File: config.mk
export PLATFORM = sky130hd
export DESIGN_NAME = paged_frame_allocator_top
export DESIGN_NICKNAME = d
export VERILOG_FILES = /design/src/rtl/pfa_pkg.sv /design/src/rtl/paged_frame_allocator_top.sv /design/src/rtl/pfa_ram.sv
export VERILOG_INCLUDE_DIRS = /design/src /design/src/rtl
export SDC_FILE = /design/constraint.sdc
export NUM_CORES = 1
export LEC_CHECK = 0
export ABC_AREA = 1
export BUFFER_PORTS_ARGS = -buffer_cell sky130_fd_sc_hd__buf_2
export CORE_MARGIN = 10
export CORE_UTILIZATION = 56
export DETAILED_ROUTE_END_ITERATION = 8
export GPL_TIMING_DRIVEN = 0
export PLACE_DENSITY = 0.84
export SETUP_SLACK_MARGIN = 0.4
export SYNTH_ARGS = -nofsm -noshare
export SYNTH_HDL_FRONTEND = slang
export SYNTH_SLANG_ARGS = --single-unit
File: constraint.sdc
create_clock -name i_clk -period 3.58 [get_ports i_clk]
set_clock_uncertainty 0.2 [all_clocks]
set_input_delay 0.179 -clock i_clk [delete_from_list [all_inputs] [get_ports i_clk]]
set_output_delay 0.179 -clock i_clk [all_outputs]
set_load 0.02 [all_outputs]
File: src/rtl/paged_frame_allocator_top_macros.svh
// ----------------------------------------------------------------------------
// Paged frame allocator assertion macros
// Shared concurrent assertion forms, clocked on i_clk, disabled in reset.
// ----------------------------------------------------------------------------
`ifndef PAGED_FRAME_ALLOCATOR_TOP_MACROS_SVH
`define PAGED_FRAME_ALLOCATOR_TOP_MACROS_SVH

// condition holds on every clock edge
`define PFA_ASSERT_ALWAYS(lbl, cond) \
    lbl: assert property (@(posedge i_clk) disable iff (!i_rst_n) (cond)) \
        else $error("pfa: invariant violated");

// same-cycle implication
`define PFA_ASSERT_IMP(lbl, ante, cons) \
    lbl: assert property (@(posedge i_clk) disable iff (!i_rst_n) (ante) |-> (cons)) \
        else $error("pfa: implication violated");

// next-cycle implication
`define PFA_ASSERT_NXT(lbl, ante, cons) \
    lbl: assert property (@(posedge i_clk) disable iff (!i_rst_n) (ante) |=> (cons)) \
        else $error("pfa: sequence violated");

`endif

File: src/rtl/pfa_pkg.sv
// ----------------------------------------------------------------------------
// Paged frame allocator package
// Transaction types, field widths, status codes and sequencer states.
// ----------------------------------------------------------------------------
package pfa_pkg;

    localparam int PID_W    = 5;
    localparam int SIZE_W   = 16;
    localparam int STATUS_W = 2;
    localparam int PAGE_W   = 5;
    localparam int FRAME_W  = 5;
    localparam int USED_W   = 6;
    localparam int SHIFT_W  = 4;

    localparam logic [SHIFT_W-1:0] SHIFT_RESET = 4'd10;

    localparam logic OP_ALLOC = 1'b0;
    localparam logic OP_FREE  = 1'b1;

    localparam logic [STATUS_W-1:0] ST_MAPPED = 2'd0;
    localparam logic [STATUS_W-1:0] ST_FREED  = 2'd1;
    localparam logic [STATUS_W-1:0] ST_NOROOM = 2'd2;
    localparam logic [STATUS_W-1:0] ST_ACTIVE = 2'd3;

    typedef struct packed {
        logic              opcode;
        logic [PID_W-1:0]  process_id;
        logic [SIZE_W-1:0] request_size;
    } t_in_item;

    typedef struct packed {
        logic [STATUS_W-1:0] status;
        logic [PAGE_W-1:0]   page_number;
        logic [FRAME_W-1:0]  frame_number;
        logic [USED_W-1:0]   frames_used;
        logic                last;
    } t_out_item;

    typedef enum logic [2:0] {
        S_IDLE,
        S_CHECK,
        S_ALLOC,
        S_FREE,
        S_FREE_TAIL,
        S_REPORT
    } t_state;

endpackage

File: src/rtl/paged_frame_allocator_top.sv
// ----------------------------------------------------------------------------
// Paged frame allocator
// First-fit page frame allocator: busy bitmap, per-frame owner RAM,
// per-process active bits.
//
//   channel  direction  handshake                     payload
//   in       input      i_in_valid / o_in_ready       i_in_data  (t_in_item)
//   out      output     o_out_valid / i_out_ready     o_out_data (t_out_item)
//   cfg      input      i_cfg_we                      i_cfg_data (page_shift)
//
// Allocate: first-fit scan from frame 0, stopping at the last frame used.
// Free: sweeps every frame, one owner RAM read per frame through the sweep.
// Rejects go straight to the report. One transaction in flight at a time.
// Synchronous reset clears the bitmap, active bits and counters at once.
// A stalled output holds the sequencer only when a result must be loaded.
// ----------------------------------------------------------------------------
module paged_frame_allocator_top
    import pfa_pkg::*;
#(
    parameter int FRAMES    = 32,
    parameter int PROCESSES = 26
) (
    input  logic               i_clk,
    input  logic               i_rst_n,
    input  logic               i_in_valid,
    output logic               o_in_ready,
    input  t_in_item           i_in_data,
    output logic               o_out_valid,
    input  logic               i_out_ready,
    output t_out_item          o_out_data,
    input  logic               i_cfg_we,
    input  logic [SHIFT_W-1:0] i_cfg_data
);

`include "paged_frame_allocator_top_macros.svh"

    localparam int IW  = $clog2(FRAMES);
    localparam int UW  = $clog2(FRAMES + 1);
    localparam int PIW = $clog2(PROCESSES);
    localparam logic [IW-1:0] LAST_IDX = IW'(FRAMES - 1);

    t_state               r_state, n_state;
    t_in_item             r_req, n_req;
    logic [IW-1:0]        r_idx, n_idx;
    logic [IW-1:0]        r_page, n_page;
    logic [IW-1:0]        r_pages_m1, n_pages_m1;
    logic [STATUS_W-1:0]  r_status, n_status;
    logic [FRAMES-1:0]    r_busy, n_busy;
    logic [PROCESSES-1:0] r_active, n_active;
    logic [UW-1:0]        r_used, n_used;
    logic                 r_rd_vld, n_rd_vld;
    logic [IW-1:0]        r_rd_idx, n_rd_idx;
    logic                 r_out_vld, n_out_vld;
    t_out_item            r_out, n_out;
    logic [SHIFT_W-1:0]   r_page_shift;

    logic                 ram_we;
    logic [PID_W-1:0]     ram_rdata;
    logic                 out_free;
    logic                 pid_ok;
    logic [PIW-1:0]       pid_idx;
    logic [SIZE_W-1:0]    size_sh;
    logic [SIZE_W+1:0]    need;

    pfa_ram #(
        .WIDTH (PID_W),
        .DEPTH (FRAMES)
    ) u_owner_ram (
        .i_clk   (i_clk),
        .i_we    (ram_we),
        .i_waddr (r_idx),
        .i_wdata (r_req.process_id),
        .i_raddr (r_idx),
        .o_rdata (ram_rdata)
    );

    assign out_free = !r_out_vld || i_out_ready;
    assign pid_ok   = ((SIZE_W+2)'(r_req.process_id) < (SIZE_W+2)'(PROCESSES));
    assign pid_idx  = r_req.process_id[PIW-1:0];
    assign size_sh  = r_req.request_size >> r_page_shift;
    assign need     = (SIZE_W+2)'(r_used) + (SIZE_W+2)'(size_sh) + (SIZE_W+2)'(1);

    assign o_in_ready  = (r_state == S_IDLE);
    assign o_out_valid = r_out_vld;
    assign o_out_data  = r_out;

    always_comb begin
        n_state    = r_state;
        n_req      = r_req;
        n_idx      = r_idx;
        n_page     = r_page;
        n_pages_m1 = r_pages_m1;
        n_status   = r_status;
        n_busy     = r_busy;
        n_active   = r_active;
        n_used     = r_used;
        n_rd_vld   = 1'b0;
        n_rd_idx   = r_idx;
        n_out_vld  = r_out_vld && !i_out_ready;
        n_out      = r_out;
        ram_we     = 1'b0;

        // owner compare for the free sweep, one frame per cycle
        if (r_rd_vld && r_busy[r_rd_idx] && (ram_rdata == r_req.process_id)) begin
            n_busy[r_rd_idx] = 1'b0;
            n_used           = r_used - UW'(1);
        end

        unique case (r_state)
            S_IDLE: begin
                if (i_in_valid) begin
                    n_req   = i_in_data;
                    n_state = S_CHECK;
                end
            end
            S_CHECK: begin
                n_idx  = '0;
                n_page = '0;
                if (r_req.opcode == OP_FREE) begin
                    if (pid_ok) begin
                        n_state = S_FREE;
                    end else begin
                        n_status = ST_FREED;
                        n_state  = S_REPORT;
                    end
                end else if (!pid_ok) begin
                    n_status = ST_NOROOM;
                    n_state  = S_REPORT;
                end else if (r_active[pid_idx]) begin
                    n_status = ST_ACTIVE;
                    n_state  = S_REPORT;
                end else if (need > (SIZE_W+2)'(FRAMES)) begin
                    n_status = ST_NOROOM;
                    n_state  = S_REPORT;
                end else begin
                    n_pages_m1 = IW'(size_sh);
                    n_state    = S_ALLOC;
                end
            end
            S_ALLOC: begin
                if (r_busy[r_idx]) begin
                    n_idx = r_idx + IW'(1);
                end else if (out_free) begin
                    ram_we                   = 1'b1;
                    n_busy[r_idx]            = 1'b1;
                    n_used                   = r_used + UW'(1);
                    n_out_vld                = 1'b1;
                    n_out.status             = ST_MAPPED;
                    n_out.page_number        = PAGE_W'(r_page);
                    n_out.frame_number       = FRAME_W'(r_idx);
                    n_out.frames_used        = USED_W'(r_used + UW'(1));
                    n_out.last               = (r_page == r_pages_m1);
                    n_idx                    = r_idx + IW'(1);
                    n_page                   = r_page + IW'(1);
                    if (r_page == r_pages_m1) begin
                        n_active[pid_idx] = 1'b1;
                        n_state           = S_IDLE;
                    end
                end
            end
            S_FREE: begin
                n_rd_vld = 1'b1;
                n_rd_idx = r_idx;
                if (r_idx == LAST_IDX) begin
                    n_state = S_FREE_TAIL;
                end else begin
                    n_idx = r_idx + IW'(1);
                end
            end
            S_FREE_TAIL: begin
                n_active[pid_idx] = 1'b0;
                n_status          = ST_FREED;
                n_state           = S_REPORT;
            end
            S_REPORT: begin
                if (out_free) begin
                    n_out_vld          = 1'b1;
                    n_out.status       = r_status;
                    n_out.page_number  = '0;
                    n_out.frame_number = '0;
                    n_out.frames_used  = USED_W'(r_used);
                    n_out.last         = 1'b1;
                    n_state            = S_IDLE;
                end
            end
            default: begin
                n_state = S_IDLE;
            end
        endcase
    end

    always_ff @(posedge i_clk) begin
        if (!i_rst_n) begin
            r_state      <= S_IDLE;
            r_busy       <= '0;
            r_active     <= '0;
            r_used       <= '0;
            r_rd_vld     <= 1'b0;
            r_out_vld    <= 1'b0;
            r_page_shift <= SHIFT_RESET;
        end else begin
            r_state   <= n_state;
            r_busy    <= n_busy;
            r_active  <= n_active;
            r_used    <= n_used;
            r_rd_vld  <= n_rd_vld;
            r_out_vld <= n_out_vld;
            if (i_cfg_we) begin
                r_page_shift <= i_cfg_data;
            end
        end
    end

    always_ff @(posedge i_clk) begin
        r_req      <= n_req;
        r_idx      <= n_idx;
        r_page     <= n_page;
        r_pages_m1 <= n_pages_m1;
        r_status   <= n_status;
        r_rd_idx   <= n_rd_idx;
        r_out      <= n_out;
    end

    `PFA_ASSERT_ALWAYS(a_used_matches_bitmap, $countones(r_busy) == int'(r_used))
    `PFA_ASSERT_ALWAYS(a_used_in_range, r_used <= UW'(FRAMES))
    `PFA_ASSERT_IMP(a_alloc_has_room, r_state == S_ALLOC, r_used < UW'(FRAMES))
    `PFA_ASSERT_NXT(a_accept_to_check, i_in_valid && o_in_ready, r_state == S_CHECK)

endmodule

File: src/rtl/pfa_ram.sv
// ----------------------------------------------------------------------------
// Paged frame allocator RAM
// Simple dual-port synchronous RAM, one write and one registered read port.
// ----------------------------------------------------------------------------
module pfa_ram #(
    parameter int WIDTH = 5,
    parameter int DEPTH = 32
) (
    input  logic                     i_clk,
    input  logic                     i_we,
    input  logic [$clog2(DEPTH)-1:0] i_waddr,
    input  logic [WIDTH-1:0]         i_wdata,
    input  logic [$clog2(DEPTH)-1:0] i_raddr,
    output logic [WIDTH-1:0]         o_rdata
);

    logic [WIDTH-1:0] r_mem [DEPTH];
    logic [WIDTH-1:0] r_rdata;

    always_ff @(posedge i_clk) begin
        if (i_we) begin
            r_mem[i_waddr] <= i_wdata;
        end
        r_rdata <= r_mem[i_raddr];
    end

    assign o_rdata = r_rdata;

endmodule

==> metrics.sh <==
SETUP_SLACK_AFTER_LAYOUT_NS=-0.329
SYNTH_ASYNC_SR_FLOP_SHARE=0
SYNTHESIS.AREA_SQ_UM=14200
LARGEST_NET_DEGREE_AT_THE_START_OF_GLOBAL_ROUTING=34
MAX_CLOCK_FREQ_MHz=256
FINAL.HOLD.WORST_SLACK_NS=0.123
WORSTSKEWPAIRLATENCY_NS=0.56
SYNTH-EDFF-COUNT=218
CRIT_ARRIVAL_NS=3.96
DR_TOTAL_VIAS=12300
POWER.DENSITY_nW_PER_UM2=762
SYNTH.YOSYS.WARNINGS=0
CTS.REPORTEDPATHS.CLKPINSLEW_NS=0.07
AVGROUTEDWIREPERCELL_MICRONS=20.9
CRITPATHKIND='reg -> reg'
MAXCAPVIOLATIONS=0
WORST_SETUP_PATH_START_KIND='register'
FINAL_MAX_SLEW_VIOL_COUNT=0
FINALWEIGHTEDCONGESTION=0.976
FRACTION_OF_THE_YOSYS_AREA_TAKEN_BY_SEQUENTIAL_CELLS=0.578
MOST_FREQUENT_CELLS_IN_THE_LAYOUT='240 x sky130_fd_sc_hd__nand2_1, 218 x sky130_fd_sc_hd__edfxtp_1, 169 x sky130_fd_sc_hd__nor2_1, 143 x sky130_fd_sc_hd__o21ai_0, 102 x sky130_fd_sc_hd__inv_1'
FINALHOLDVIOLATIONS=0
FINAL_NETS=1700
WORST-SLEW-PIN-TRANSITION_NS=0.830
ANTENNA_VIOLATIONS_BEFORE_REPAIR=3
SYNTHESIS.INSTANCES=1502
DETAIL_ROUTE.VIAS_PER_CELL=6.11
INITIAL_UTILIZATION=0.566
LAYOUT.CELLS.MOST_COMMON='sky130_fd_sc_hd__nand2_1'
OVERFLOW=0
SYNTH_CELL_TYPE_COUNT=52
VIOLATIONS_IN_THE_FINAL_REPORTS='negative setup slack'
SETUP_VIOL=10
POSTROUTEANTENNANETS=0
DETAILEDROUTE.FIRSTITERATIONVIOLATIONS=1661
SYNTHTOLAYOUTAREAGROWTH_PCT=19.4
DRC_ERRORS=0
FIN_TNS_SETUP_NS=-2.72
PLACEABLECOREAREA_SQ_UM=25100
RUN_STATUS='complete, but fails checks'
GRT_SETUP_UNREPAIRED='yes'
PORTION_OF_SYNTHESIZED_CELL_AREA_OCCUPIED_BY_THE_LEADING_CELL_TYPE=0.461
GLOBALROUTETOTALUTIL=0.249
DIE_H_MICRONS=179
CTS_MADE_BUFFERS=31
GRT_FIRST_PASS_WIRELENGTH_MM=63.2
POST-DP-HPWL_MM=26.5
LAYOUT.AREA.SEQ_SQ_UM=8210
POWER_LEAKAGE_nW=6.15
HTREE_LEVELS=1
MINIMUM_CLOCK_PERIOD_AFTER_LAYOUT_NS=3.91
DRIVE_ABOVE_1_SHARE=0.187
FP-ROW-COUNT=58
FP.DIEAREA_SQ_UM=32200
DESIGN_POWER_TOTAL_mW=12.9
LENGTH_OF_THE_FIRST_DETAILED_ROUTING_PASS_IN_ITERATIONS=6
AVERAGE_SIZE_OF_A_MAPPED_CELL_SQ_UM=9.46
MAPPEDNETLISTNETS=1548
CTS_TREE='done'
MAXSLEWHEADROOM=0.447
TYPE_OF_DESTINATION_OF_THE_CRITICAL_PATH='register'
IO_PINS=52
WIRELENGTH_MM=41.9
YS_SEQ_ELEMENTS=301
ANTENNA-DIODE-COUNT=0
POWER.IR.VDD_WORST_mV=0.469
CTSLONGESTPATHBUFFERS=3
DETAILEDPLACE.WORSTSLACK_NS=-0.374
CLK_ROOT_BUFFER_CELL='sky130_fd_sc_hd__clkbuf_16'
MOST_USED_FLIP_FLOP_CELL_AFTER_SYNTHESIS='sky130_fd_sc_hd__edfxtp_1'
SYNTH_AREA_LEADER_CELL='sky130_fd_sc_hd__edfxtp_1'
TIMING.FINAL.CRIT_SHARE=1.09
MULTIINPUTGATEAREA_SQ_UM=5490
CTS_NUM_SINKS=301
FILL_CELLS=1889
SYNTHTOPCELLSBYAREA='sky130_fd_sc_hd__edfxtp_1 46%, sky130_fd_sc_hd__dfxtp_1 12%, sky130_fd_sc_hd__nand2_1 6.7%'
NUMPORTBUFFERS=50
HP-CLASS='in -> reg'
CRITICAL_PATH.MAX_FANOUT=7
DIEWIDTH_MICRONS=179
FIRST_GLOBAL_VIAS=11500
DATA_REQUIRED_TIME_OF_THE_CRITICAL_PATH_NS=3.63
==> path summary, 6_finish.rpt <==
path                   startpoint             to  slack [ns]  cells after the start
setup / recovery  r_page_shift[0]  r_pages_m1[4]       -0.33                     26
hold / removal       i_in_data[8]       r_req[8]        0.12                      2
setup reg to reg  r_page_shift[0]  r_pages_m1[4]       -0.33                     26
hold reg to reg       n_rd_idx[2]    r_rd_idx[2]        0.17                      0
==> synth_stat cells (3+ instances only) <==
cell type and count:
sky130_fd_sc_hd__inv_4 3, sky130_fd_sc_hd__xnor2_1 6, sky130_fd_sc_hd__a22oi_1 15, sky130_fd_sc_hd__nor3_1 14, sky130_fd_sc_hd__o22ai_1 42, sky130_fd_sc_hd__o21a_1 5, sky130_fd_sc_hd__buf_4 5, sky130_fd_sc_hd__nand2_4 4
sky130_fd_sc_hd__a31oi_1 19, sky130_fd_sc_hd__o21ai_1 31, sky130_fd_sc_hd__a22o_1 10, sky130_fd_sc_hd__a221oi_1 10, sky130_fd_sc_hd__nor2_4 10, sky130_fd_sc_hd__nand2_1 253, sky130_fd_sc_hd__inv_1 106, sky130_fd_sc_hd__nand2_2 10
sky130_fd_sc_hd__nor2_1 203, sky130_fd_sc_hd__nor3_2 9, sky130_fd_sc_hd__o31ai_1 3, sky130_fd_sc_hd__nand3_1 62, sky130_fd_sc_hd__nor3_4 4, sky130_fd_sc_hd__buf_6 9, sky130_fd_sc_hd__mux2i_1 3, sky130_fd_sc_hd__a21oi_1 80
sky130_fd_sc_hd__nand4_1 11, sky130_fd_sc_hd__o21ai_0 147, sky130_fd_sc_hd__nand3_2 3, sky130_fd_sc_hd__inv_2 17, sky130_fd_sc_hd__ha_1 14, sky130_fd_sc_hd__edfxtp_1 218, sky130_fd_sc_hd__xor2_1 13, sky130_fd_sc_hd__buf_2 11
sky130_fd_sc_hd__clkbuf_1 39, sky130_fd_sc_hd__clkinv_1 3, sky130_fd_sc_hd__dfxtp_1 83, sky130_fd_sc_hd__nor2_2 7
==> stage by stage <==
step | utilization | instance area (sq um) | cells
CTS | 0.662 | 16600 | 1990
floorplan | - | 14200 | 1502
global route | 0.676 | 17000 | 2008
finish | 0.676 | 17000 | 2008
detailed placement | 0.595 | 14900 | 1884
global placement | 0.594 | 14900 | 1882
==> worst max-delay path, stage by stage (launching register included) <==
cell and delay (ns):
sky130_fd_sc_hd__dfxtp_2 0.33, sky130_fd_sc_hd__buf_8 0.15, sky130_fd_sc_hd__inv_8 0.07, sky130_fd_sc_hd__buf_8 0.12, sky130_fd_sc_hd__clkbuf_2 0.19, sky130_fd_sc_hd__nand3_1 0.14, sky130_fd_sc_hd__nand2_1 0.10, sky130_fd_sc_hd__nand2_2 0.08
sky130_fd_sc_hd__inv_1 0.08, sky130_fd_sc_hd__nor2_2 0.05, sky130_fd_sc_hd__a31oi_4 0.27, sky130_fd_sc_hd__ha_4 0.27, sky130_fd_sc_hd__nand2_2 0.09, sky130_fd_sc_hd__inv_1 0.04, sky130_fd_sc_hd__nand2_1 0.07, sky130_fd_sc_hd__nand3_2 0.10
sky130_fd_sc_hd__nand2_2 0.09, sky130_fd_sc_hd__nand2_4 0.07, sky130_fd_sc_hd__nand3_1 0.09, sky130_fd_sc_hd__nand2_1 0.10, sky130_fd_sc_hd__nand2_1 0.09, sky130_fd_sc_hd__nand2_1 0.05, sky130_fd_sc_hd__nor2_1 0.14, sky130_fd_sc_hd__nand3_1 0.10
sky130_fd_sc_hd__nor2_2 0.15, sky130_fd_sc_hd__nand3_2 0.15, sky130_fd_sc_hd__nor2_4 0.21
==> cells by family (layout without fill, tap and decap cells) <==
family | Yosys count | in the layout | share of synthesized area
multiplexers | 3 | 3 | 0.00211
AND/OR/NAND/NOR | 595 | 595 | 0.186
adder cells (fa/ha/maj) | 15 | 15 | 0.0137
AO/OA/AOI/OAI | 372 | 372 | 0.148
buffers and inverters | 197 | 373 | 0.0608
flip-flops | 301 | 301 | 0.578
XOR/XNOR | 19 | 19 | 0.0117
==> routing by layer <==
metal,vias to the layer above,wire [microns],track usage
met3,146,4350,0.0489
met1,5814,15700,0.317
met5,-,13,0
li1,5531,-,-
met4,2,1720,0.0967
met2,783,20100,0.413
==> area by class of cell <==
cell class / instances / area share
clock buffers: 35 / 0.0472
clock inverters: 22 / 0.0136
flip-flops and latches: 301 / 0.484
inverters: 131 / 0.0301
repair buffers: 119 / 0.0551
plain buffers: 66 / 0.0227
well taps: 330 / 0.0243
multi-input cells: 1004 / 0.323
==> sequential cells by signal (all words and copies together) (netlist names), 2 cells and up, named ones only <==
signal,cells
n_rd_idx,5
o_out_data,19
pid_idx,5
r_busy,32
r_page,5
r_page_shift,4
r_pages_m1,5
r_rd_idx,5
r_req,17
r_state,3
r_status,2
r_used,6
u_owner_ram.o_rdata,5
u_owner_ram.r_mem,160
==> power by group <==
group	internal, mW	switching [mW]	leakage, nW	total, mW
logic	1.52	3.47	2.99	4.99
registers	4.34	0.344	2.66	4.68
clock network	1.90	1.36	0.501	3.26
total	7.76	5.18	6.15	12.9
==> repair_timing <==
action                     4_1_cts  5_1_grt
setup endpoints to repair      128      188
hold endpoints to repair        67        0
cloned                           1        0
setup buffers                   12       18
pin swaps                        9       29
gates resized for setup         43       54
hold buffers                    36        0
(Power assumes the default switching activity.)
